--- src/rtl/pq4_pkg.sv ---
package pq4_pkg;

  localparam int NUM_CENTROIDS_DEF  = 16;
  localparam int CENTROID_WIDTH_DEF = 16;
  localparam int ACC_WIDTH_DEF      = 48;

  localparam int VALUE_W = 16;
  localparam int CODE_W  = 8;
  localparam int DIST_W  = 32;

  localparam logic CMD_LOAD    = 1'b0;
  localparam logic CMD_COMPARE = 1'b1;

  localparam logic [1:0] MODE_L2   = 2'd0;
  localparam logic [1:0] MODE_COS  = 2'd1;
  localparam logic [1:0] MODE_NCOS = 2'd2;

  localparam logic [DIST_W-1:0] DIST_MAX = 32'hFFFF_FFFF;
  localparam int ONE_Q24 = 32'h0100_0000;

  typedef struct packed {
    logic capture;
    logic half;
    logic rd;
    logic mul;
    logic acc;
    logic mul_ld;
    logic mul_step;
    logic sq_init;
    logic sq_l2;
    logic sq_step;
    logic div_ld;
    logic div_step;
    logic finish;
  } ctrl_cmd_t;

  typedef struct packed {
    logic [1:0] mode;
    logic       last;
    logic       g_zero;
  } ctrl_stat_t;

endpackage

--- src/rtl/pq4_ctrl.sv ---
module pq4_ctrl #(
  parameter int ACC_WIDTH = pq4_pkg::ACC_WIDTH_DEF
) (
  input  logic               clk,
  input  logic               rst_n,
  input  logic               in_valid,
  input  logic               in_cmd,
  output logic               in_stall,
  input  logic               out_stall,
  output logic               out_valid,
  output pq4_pkg::ctrl_cmd_t cmd,
  input  pq4_pkg::ctrl_stat_t stat
);

  localparam int DIV_STEPS = ACC_WIDTH + 16;
  localparam int CNW       = $clog2(DIV_STEPS + 1);

  localparam logic [3:0] S_IDLE  = 4'd0;
  localparam logic [3:0] S_RD    = 4'd1;
  localparam logic [3:0] S_MUL   = 4'd2;
  localparam logic [3:0] S_ACC   = 4'd3;
  localparam logic [3:0] S_MLD   = 4'd4;
  localparam logic [3:0] S_MSTEP = 4'd5;
  localparam logic [3:0] S_SINIT = 4'd6;
  localparam logic [3:0] S_SSTEP = 4'd7;
  localparam logic [3:0] S_DLD   = 4'd8;
  localparam logic [3:0] S_DSTEP = 4'd9;
  localparam logic [3:0] S_FIN   = 4'd10;

  logic [3:0]     state_r, state_nxt;
  logic [CNW-1:0] cnt_r, cnt_nxt;
  logic           half_r, half_nxt;
  logic           oval_r, oval_nxt;
  logic           accept, out_free;

  assign in_stall  = (state_r != S_IDLE);
  assign out_valid = oval_r;
  assign accept    = in_valid && (state_r == S_IDLE);
  assign out_free  = !oval_r || !out_stall;

  always_comb begin
    state_nxt = state_r;
    cnt_nxt   = cnt_r;
    half_nxt  = half_r;
    oval_nxt  = oval_r && out_stall;
    cmd       = '0;
    cmd.half  = half_r;
    cmd.sq_l2 = (stat.mode != pq4_pkg::MODE_COS);
    unique case (state_r)
      S_IDLE: begin
        if (accept) begin
          cmd.capture = 1'b1;
          half_nxt    = 1'b0;
          if (in_cmd == pq4_pkg::CMD_COMPARE) state_nxt = S_RD;
        end
      end
      S_RD: begin
        cmd.rd    = 1'b1;
        state_nxt = S_MUL;
      end
      S_MUL: begin
        cmd.mul   = 1'b1;
        state_nxt = S_ACC;
      end
      S_ACC: begin
        cmd.acc = 1'b1;
        if (!half_r) begin
          half_nxt  = 1'b1;
          state_nxt = S_RD;
        end else if (!stat.last) begin
          state_nxt = S_IDLE;
        end else if (stat.mode == pq4_pkg::MODE_COS) begin
          state_nxt = S_MLD;
        end else if (stat.mode == pq4_pkg::MODE_NCOS) begin
          state_nxt = S_FIN;
        end else begin
          state_nxt = S_SINIT;
        end
      end
      S_MLD: begin
        cmd.mul_ld = 1'b1;
        cnt_nxt    = CNW'(ACC_WIDTH);
        state_nxt  = S_MSTEP;
      end
      S_MSTEP: begin
        cmd.mul_step = 1'b1;
        cnt_nxt      = cnt_r - 1'b1;
        if (cnt_r == CNW'(1)) state_nxt = S_SINIT;
      end
      S_SINIT: begin
        cmd.sq_init = 1'b1;
        cnt_nxt     = CNW'(ACC_WIDTH);
        state_nxt   = S_SSTEP;
      end
      S_SSTEP: begin
        cmd.sq_step = 1'b1;
        cnt_nxt     = cnt_r - 1'b1;
        if (cnt_r == CNW'(1)) begin
          state_nxt = (stat.mode == pq4_pkg::MODE_COS) ? S_DLD : S_FIN;
        end
      end
      S_DLD: begin
        // skip the divide when the norm product is zero
        if (stat.g_zero) begin
          state_nxt = S_FIN;
        end else begin
          cmd.div_ld = 1'b1;
          cnt_nxt    = CNW'(DIV_STEPS);
          state_nxt  = S_DSTEP;
        end
      end
      S_DSTEP: begin
        cmd.div_step = 1'b1;
        cnt_nxt      = cnt_r - 1'b1;
        if (cnt_r == CNW'(1)) state_nxt = S_FIN;
      end
      S_FIN: begin
        // hold until the output register is free
        if (out_free) begin
          cmd.finish = 1'b1;
          oval_nxt   = 1'b1;
          state_nxt  = S_IDLE;
        end
      end
      default: state_nxt = S_IDLE;
    endcase
  end

  always_ff @(posedge clk) begin
    if (!rst_n) begin
      state_r <= S_IDLE;
      cnt_r   <= '0;
      half_r  <= 1'b0;
      oval_r  <= 1'b0;
    end else begin
      state_r <= state_nxt;
      cnt_r   <= cnt_nxt;
      half_r  <= half_nxt;
      oval_r  <= oval_nxt;
    end
  end

endmodule

--- config.mk ---
export PLATFORM = sky130hd
export DESIGN_NAME = pq4_ctrl
export DESIGN_NICKNAME = d
export VERILOG_FILES = /design/src/rtl/pq4_pkg.sv /design/src/rtl/pq4_ctrl.sv
export SDC_FILE = /design/constraint.sdc
export NUM_CORES = 1
export LEC_CHECK = 0
export BUFFER_PORTS_ARGS = -buffer_cell sky130_fd_sc_hd__buf_2
export CORE_UTILIZATION = 30
export CTS_BUF_LIST = sky130_fd_sc_hd__clkbuf_16
export CTS_CLUSTER_DIAMETER = 150
export CTS_CLUSTER_SIZE = 20
export DETAILED_ROUTE_END_ITERATION = 10
export HOLD_SLACK_MARGIN = 0.1
export PLACE_DENSITY = 0.61
export REMOVE_ABC_BUFFERS = 1
export SYNTH_ARGS = -nofsm -noshare
export SYNTH_HDL_FRONTEND = slang
export SYNTH_SLANG_ARGS = --single-unit
--- constraint.sdc ---
create_clock -name clk -period 1.65 [get_ports clk]
set_input_delay 0.33 -clock clk [delete_from_list [all_inputs] [get_ports clk]]
set_output_delay 0.33 -clock clk [all_outputs]
set_load 0.005 [all_outputs]
==> Word-level counts from Yosys, hierarchy flattened <==
Cells that the tools add are included.
{ "totals": {"ff_bits": 13, "in_bits": 9} }
{ "classes": {"add_sub_neg": 1, "n_eq_ne": 21, "n_mux": 33, "reduce_logical": 14} }
{ "ops": {"columns": ["op", "n"], "rows": [
  ["$pmux W4 S11", 1],
  ["$mux W4", 10],
  ["$pmux W7 S3", 1],
  ["$mux W1", 17],
  ["$eq A4 B3 Y1 const B", 4],
  ["$ne A2 B2 Y1 const B", 7],
  ["$eq A4 B4 Y1 const B", 3],
  ["$eq A4 B2 Y1 const B", 2],
  ["$eq A7 B1 Y1 const B", 1],
  ["$mux W7", 1],
  ["$sub A7 B1 Y7 const B", 1],
  ["$reduce_and A6 Y1", 1],
  ["$eq A4 B1 Y1 const B", 1],
  ["$logic_not A4 Y1", 1],
  ["$mux W2", 2],
  ["$reduce_and A2 Y1", 2],
  ["$reduce_bool A4 Y1", 1],
  ["$reduce_bool A3 Y1", 1],
  ["$reduce_or A3 Y1", 1],
  ["$eq A2 B1 Y1 const B", 1],
  ["$eq A2 B2 Y1 const B", 1],
  ["$logic_and A1 B1 Y1", 2],
  ["$logic_not A1 Y1", 2],
  ["$ne A2 B1 Y1 const B", 1],
  ["other kinds (4)", 4]
]} }

==> Depth between registers and ports, before layout <==
Gate-level depths: netlist of the first run.
{ "logic_depth": {"word_depth": 6, "depth_mapped": 6} }

==> Worst setup path after synthesis of the first run <==
OpenSTA, ideal clock, no wires.
{ "synth_timing": {"path_kind": "reg-to-reg", "startpoint": "register cnt_r[1]", "endpoint": "register state_r[1]", "setup_ns": 0.091, "arrival_ns": 1.292, "required_ns": 1.559, "setup_slack_ns": 0.267, "path_stages_with_launch": 7, "n_path_buf": 0, "synth_period_minus_slack_ns": 1.383, "cell_sequence": "dfxtp_1 > inv_1 > ha_1 > nor3b_1 > o2bb2ai_4 > a21oi_2 > a311oi_1"} }
{ "synth_between": {"elab_chain_len": 3, "elab_cells_between_ends": 5} }
{ "synth_lines": {"columns": ["item", "line_no", "rtl"], "rows": [
  ["start, declared", "pq4_ctrl.sv:31", "logic [CNW-1:0] cnt_r, cnt_nxt;"],
  ["start signal, assigned", "pq4_ctrl.sv:137", "cnt_r <= cnt_nxt;"],
  ["$eq A7 B1 Y1 (*)", "pq4_ctrl.sv:88, pq4_ctrl.sv:98, pq4_ctrl.sv:115", null],
  ["$ne A2 B2 Y1 (no line)", null, null],
  ["$reduce_and A6 Y1 (no line) (*)", null, null],
  ["end signal, assigned", "pq4_ctrl.sv:136", "state_r <= state_nxt;"],
  ["end, declared", "pq4_ctrl.sv:30", "logic [3:0] state_r, state_nxt;"]
]} }
Mark *: on every way between the ends. The rest lies on a longest branch, timed or not.
A chain may end at the register's enable or synchronous reset.

==> results of run 1 <==
==> repair_timing <==
item / 4_1_cts / 5_1_grt
cloned: 0 / 0
gates resized for setup: 4 / 9
hold endpoints to repair: 0 / 0
setup endpoints to repair: 11 / 7
setup buffers: 2 / 0
pin swaps: 2 / 3
hold buffers: 0 / 0
==> cell usage after synthesis (all sizes together), types with 4 or more instances <==
cell and count:
a21oi 14, a31oi 4, buf 10, dfxtp 13
inv 8, nand2 5, nand2b 5, nor2 8
nor3 11, or3 5
==> power groups by stage <==
| stage | clock, W | sequential, W | combinational [W] |
|---|---|---|---|
| 6_report | 0.000467 | 0.000368 | 0.000362 |
| 4_1_cts | 0.000471 | 0.000363 | 0.000345 |
| 3_5_place_dp | 0 | 0.000369 | 0.000330 |
| 2_1_floorplan | 0 | 0.000391 | 0.000182 |
| 3_3_place_gp | 0 | 0.000367 | 0.000325 |
| 5_1_grt | 0.000486 | 0.000373 | 0.000392 |
==> metal layers <==
layer / vias up / part of all wire [%] / wire length [um] / track usage [%]
li1: 510 / - / - / -
met1: 477 / 45 / 1170 / 16.0
met2: 24 / 48 / 1270 / 27.5
met3: 4 / 4.8 / 126 / 3.84
met4: 0 / 1.9 / 50 / 8.77
met5: - / 0 / 0 / 0
==> worst min-delay path, cell delays in order <==
cell and delay, ns:
buf_2 0.12, a21oi_1 0.07, nor2_1 0.07
==> stage by stage <==
step           cells  util, %  setup WS (ns)
4_1_cts          195     41.2        -0.0157
3_3_place_gp     189     38.0          0.126
6_report         195     42.1         0.0220
2_1_floorplan    113        -         0.0612
3_5_place_dp     189     38.0         0.0970
5_1_grt          195     42.1        -0.0389
==> final timing paths <==
kind / start / to / slack (ns) / cells past startpoint
worst max-delay path: state_r[0]$_SDFFE_PN0P_ / cmd[12] / 0.02 / 4
worst min-delay path: out_stall / out_valid$_SDFF_PN0_ / 0.38 / 3
worst max register to register: state_r[0]$_SDFFE_PN0P_ / state_r[3]$_SDFFE_PN0P_ / 0.13 / 6
worst min register to register: state_r[3]$_SDFFE_PN0P_ / state_r[2]$_SDFFE_PN0P_ / 0.44 / 1
==> kinds of logic (layout without fill, tap and decap cells) <==
| family | after synthesis | count (layout) | share of synthesized area [%] |
|---|---|---|---|
| xor+xnor | 1 | 1 | 0.848 |
| flops | 13 | 13 | 25.2 |
| buf+inv | 18 | 46 | 9.93 |
| simple gates | 48 | 48 | 29.9 |
| compound gates | 41 | 41 | 31.7 |
| fa+ha+maj | 2 | 2 | 2.42 |
==> layout make-up <==
cell class,instances,area [um^2]
inverter,8,30.0
multi-input combinational,92,686
timing repair buffer,34,201
fill,336,1830
tap,44,55.1
sequential,13,275
clock inverter,1,3.75
clock buffer,3,75.1
==> sequential cells by signal, summed over array words and instances, names as in the netlist <==
signal and flops:
cnt_r 7, half_r 1, out_valid 1, state_r 4
==> results.sh, run 1 <==
export IMPL_drt_iter0_drc=40
export IMPL_synth_warnings=0
export IMPL_cp_required_ns=1.32
export IMPL_dr_pass1_iters=3
export IMPL_arrival_ns=1.30
export IMPL_async_flop_share_pct=0
export IMPL_most_common_layout_cells="23 x buf_2, 13 x a21oi_1, 10 x nor3_1, 10 x buf_4"
export IMPL_core_area_um2=3150
export IMPL_gr_usage_all_layers_pct=15.2
export IMPL_final_common_cell="buf_2"
export IMPL_placed_cell_area_um2=1200
export IMPL_dpl_hpwl_um=1940
export IMPL_synthesis_area_um2=1030
export IMPL_setup_viol=0
export IMPL_p_clk_share_pct=39.0
export IMPL_setup_tns_ns=0
export IMPL_post_drt_via_cell_ratio=5.21
export IMPL_gp_congestion=0.815
export IMPL_path_clk_slew_ns=0.05
export IMPL_ys_seq_area_share_pct=25.2
export IMPL_grt_max_degree=13
export IMPL_ir_worst_vdd_uv=530
export IMPL_cts_max_path_buffers=2
export IMPL_nNetsFinal=163
export IMPL_p_seq_share_pct=30.8
export IMPL_status="completed"
export IMPL_yosys_area_top_type="dfxtp_1"
export IMPL_leakage_nw=0.572
export IMPL_n_antenna_cell=0
export IMPL_die_area_um2=3680
export IMPL_fin_hold_ws_ns=0.379
export IMPL_route_detailed_drc=0
export IMPL_worst_setup_path_end_kind="output pin"
export IMPL_clock_fmax_mhz=614
export IMPL_drive_gt1_share_pct=37.7
export IMPL_cts_tree="built"
export IMPL_htreeDepth=1
export IMPL_synth_top_area_share_pct=25.2
export IMPL_finalPower_w=0.00120
export IMPL_cp_slowest_cell="dfxtp_4"
export IMPL_vias=1015
export IMPL_cpPeakStageDelay_ns=0.36
export IMPL_initial_core_util_pct=32.8
export IMPL_period_share_pct=98.7
export IMPL_slew_viol_final=0
export IMPL_grt_pass1_vias=920
export IMPL_synth_distinct_cells=44
export IMPL_io_buffers=23
export IMPL_crit_type="register to output pin"
export IMPL_ioPinCount=24
export IMPL_synthTopCellsByArea="dfxtp_1 25%, a21oi_1 6.3%, nor3_1 5.3%"
export IMPL_cp_start_kind="register"
export IMPL_grt_antenna_before_repair=0
export IMPL_p_int_w=0.000844
export IMPL_max_slew_margin_pct=71.8
export IMPL_crit_buf_inv=2
export IMPL_syn_inst=123
export IMPL_clock_latency_ns=0.25
export IMPL_switching_share_pct=29.5
export IMPL_cts_sinks=13
export IMPL_avgRoutedWirePerCell_um=13.4
export IMPL_design_area_um2=1330
export IMPL_worstPathCellList="buf_6 -> nor4_4 -> and2_1 -> buf_2"
export IMPL_switchingPower_w=0.000353
export IMPL_die_y_um=60.7
export IMPL_max_cap_violations=0
export IMPL_worst_pin_slew_ns=0.419
export IMPL_synth_main_ff_cell="dfxtp_1"
export IMPL_areaGrowthSynthToFinish_pct=28.3
export IMPL_hold_viol=0
export IMPL_grt_pass1_wl_um=4040
export IMPL_synth_seq_cells=13
export IMPL_die_w_um=60.7
export IMPL_crit_fanout=7
export IMPL_rsz0062_at_grt="yes"
export IMPL_crit_family="simple AND/OR/NAND/NOR gates"
export IMPL_cts_made_buffers=3
export IMPL_combPwrFrac_pct=30.2
export IMPL_wl_um=2620
export IMPL_rows=20
export IMPL_period_needed_ns=1.63
export IMPL_ant_nets=0
export IMPL_root_buffer="clkbuf_16"
export IMPL_synth_avg_cell_area_um2=8.40
export IMPL_clock_skew_ns=0.00228
export IMPL_hp_class="input port to register"
export IMPL_gr_total_overflow=0
export IMPL_synth_edff_count=0
export IMPL_powerDensity_nw_per_um2=903
No activity file was read; power rests on OpenSTA's default activity.
==> run 2: changes to the inputs <==
==> constraint.sdc (replaced) <==
create_clock -name clk -period 1.9 [get_ports clk]
set_input_delay 0.38 -clock clk [delete_from_list [all_inputs] [get_ports clk]]
set_output_delay 0.38 -clock clk [all_outputs]
set_load 0.005 [all_outputs]
==> results.sh, run 2 (synthesized netlist as in run 1, its figures left out) <==
export IMPL_status="completed"
export IMPL_crit_type="register to output pin"
export IMPL_worst_pin_slew_ns=0.577
export IMPL_gp_congestion=0.806
export IMPL_cp_start_kind="register"
export IMPL_switching_share_pct=28.8
export IMPL_n_antenna_cell=0
export IMPL_max_slew_margin_pct=61.4
export IMPL_p_int_w=0.000699
export IMPL_fillCellCount=329
export IMPL_cts_made_buffers=3
export IMPL_post_drt_via_cell_ratio=5.22
export IMPL_cts_sinks=13
export IMPL_fin_hold_ws_ns=0.428
export IMPL_ir_worst_vdd_uv=644
export IMPL_setup_tns_ns=0
export IMPL_fin_cells=187
export IMPL_grt_max_degree=19
export IMPL_cts_max_path_buffers=2
export IMPL_grt_pass1_wl_um=4060
export IMPL_switchingPower_w=0.000283
export IMPL_dpl_hpwl_um=1850
export IMPL_die_w_um=60.7
export IMPL_met2_usage_pct=25.0
export IMPL_ant_nets=0
export IMPL_gr_usage_all_layers_pct=14.6
export IMPL_die_area_um2=3680
export IMPL_clock_latency_ns=0.24
export IMPL_p_seq_share_pct=33.5
export IMPL_path_clk_slew_ns=0.05
export IMPL_ioPinCount=24
export IMPL_grtUsageMet3_pct=3.20
export IMPL_period_share_pct=93.5
export IMPL_grt_pass1_vias=880
export IMPL_dpl_cell_count=183
export IMPL_cp_required_ns=1.52
export IMPL_drt_iter0_drc=58
export IMPL_initial_core_util_pct=32.8
export IMPL_cts_tree="built"
export IMPL_leakage_nw=0.524
export IMPL_slew_viol_final=0
export IMPL_root_buffer="clkbuf_16"
export IMPL_design_area_um2=1240
export IMPL_worstPathCellList="buf_4 -> nand2_1 -> nor2_1 -> buf_2"
export IMPL_rsz0062_at_grt="no"
export IMPL_placed_cell_area_um2=1150
export IMPL_cp_slowest_cell="dfxtp_1"
export IMPL_cpPeakStageDelay_ns=0.51
export IMPL_avgRoutedWirePerCell_um=12.9
export IMPL_drive_gt1_share_pct=31.5
export IMPL_clock_skew_ns=0.00194
export IMPL_crit_buf_inv=2
export IMPL_die_y_um=60.7
export IMPL_hold_viol=0
export IMPL_max_flop_register="cnt_r"
export IMPL_htreeDepth=1
export IMPL_p_clk_share_pct=40.1
export IMPL_final_common_cell="buf_2"
export IMPL_busiest_layer="met2"
export IMPL_nNetsFinal=155
export IMPL_worst_setup_path_end_kind="output pin"
export IMPL_grt_antenna_before_repair=0
export IMPL_gr_total_overflow=0
export IMPL_setup_viol=0
export IMPL_route_detailed_drc=0
export IMPL_combPwrFrac_pct=26.5
export IMPL_arrival_ns=1.40
export IMPL_largest_reg_flops=7
export IMPL_met1_usage_pct=19.5
export IMPL_rows=20
export IMPL_clock_fmax_mhz=563
export IMPL_vias=977
export IMPL_utilization_pct=39.2
export IMPL_period_needed_ns=1.78
export IMPL_powerDensity_nw_per_um2=795
export IMPL_hp_class="input port to register"
export IMPL_areaGrowthSynthToFinish_pct=19.6
export IMPL_reg_top3="cnt_r: 7 flops, state_r: 4 flops"
export IMPL_wl_um=2410
export IMPL_crit_fanout=10
export IMPL_most_common_layout_cells="23 x buf_2, 13 x a21oi_1, 11 x nor3_1, 10 x dfxtp_1, 9 x inv_1"
export IMPL_io_buffers=23
export IMPL_core_area_um2=3150
export IMPL_crit_family="flip-flops"
export IMPL_dr_pass1_iters=4
export IMPL_max_cap_violations=0
-- run 2: worst register-to-register path: stages, from the launching register on --
cell and delay (ns):
dfxtp_1 0.32, inv_1 0.07, ha_1 0.14, nor3b_1 0.49, o2bb2ai_4 0.22, a21oi_2 0.08
a311oi_1 0.24
-- run 2: stage by stage --
stage	setup WS, ns	power, W
after floorplan	0.311	0.000498
after global placement	0.241	0.000588
after detailed placement	0.167	0.000592
after CTS	0.0102	0.000993
after global routing	0.0337	0.00105
final	0.124	0.000982
-- run 2: final timing paths --
check                          start                 endpoint  slack [ns]  cells past startpoint
max          state_r[0]$_SDFFE_PN0P_                   cmd[3]        0.12                      4
min                            rst_n    cnt_r[4]$_SDFFE_PN0P_        0.43                      2
max reg2reg    cnt_r[1]$_SDFFE_PN0P_  state_r[1]$_SDFFE_PN0P_        0.24                      6
min reg2reg    cnt_r[2]$_SDFFE_PN0P_    cnt_r[2]$_SDFFE_PN0P_        0.52                      2
-- run 2: timing repair --
item,4_1_cts,5_1_grt
endpoints found under the setup margin,0,7
buffers inserted,0,0
hold buffers,0,0
gates resized for setup,0,3
-- run 2: power by group through the flow --
stage / Sequential, W / Combinational, W / Clock, W
detailed placement: 0.000332 / 0.000260 / 0
global placement: 0.000332 / 0.000256 / 0
floorplan: 0.000339 / 0.000158 / 0
finish: 0.000329 / 0.000260 / 0.000394
CTS: 0.000327 / 0.000261 / 0.000405
global route: 0.000332 / 0.000294 / 0.000421
-- run 2: final cells by class --
class	count	area (um^2)	share of cell area (%)
flip-flops and latches	13	264	21.4
inverters	8	30.0	2.43
clock buffers	3	75.1	6.07
clock inverters	1	3.75	0.304
multi-input cells	92	671	54.3
repair buffers	26	138	11.1
well taps	44	55.1	4.45
-- run 2: layer usage --
layer  vias to the layer above  routed length (um)
met2                        37                1080
met3                         0                 140
met1                       444                1190
met5                         -                   0
met4                         0                   0
li1                        496                   -
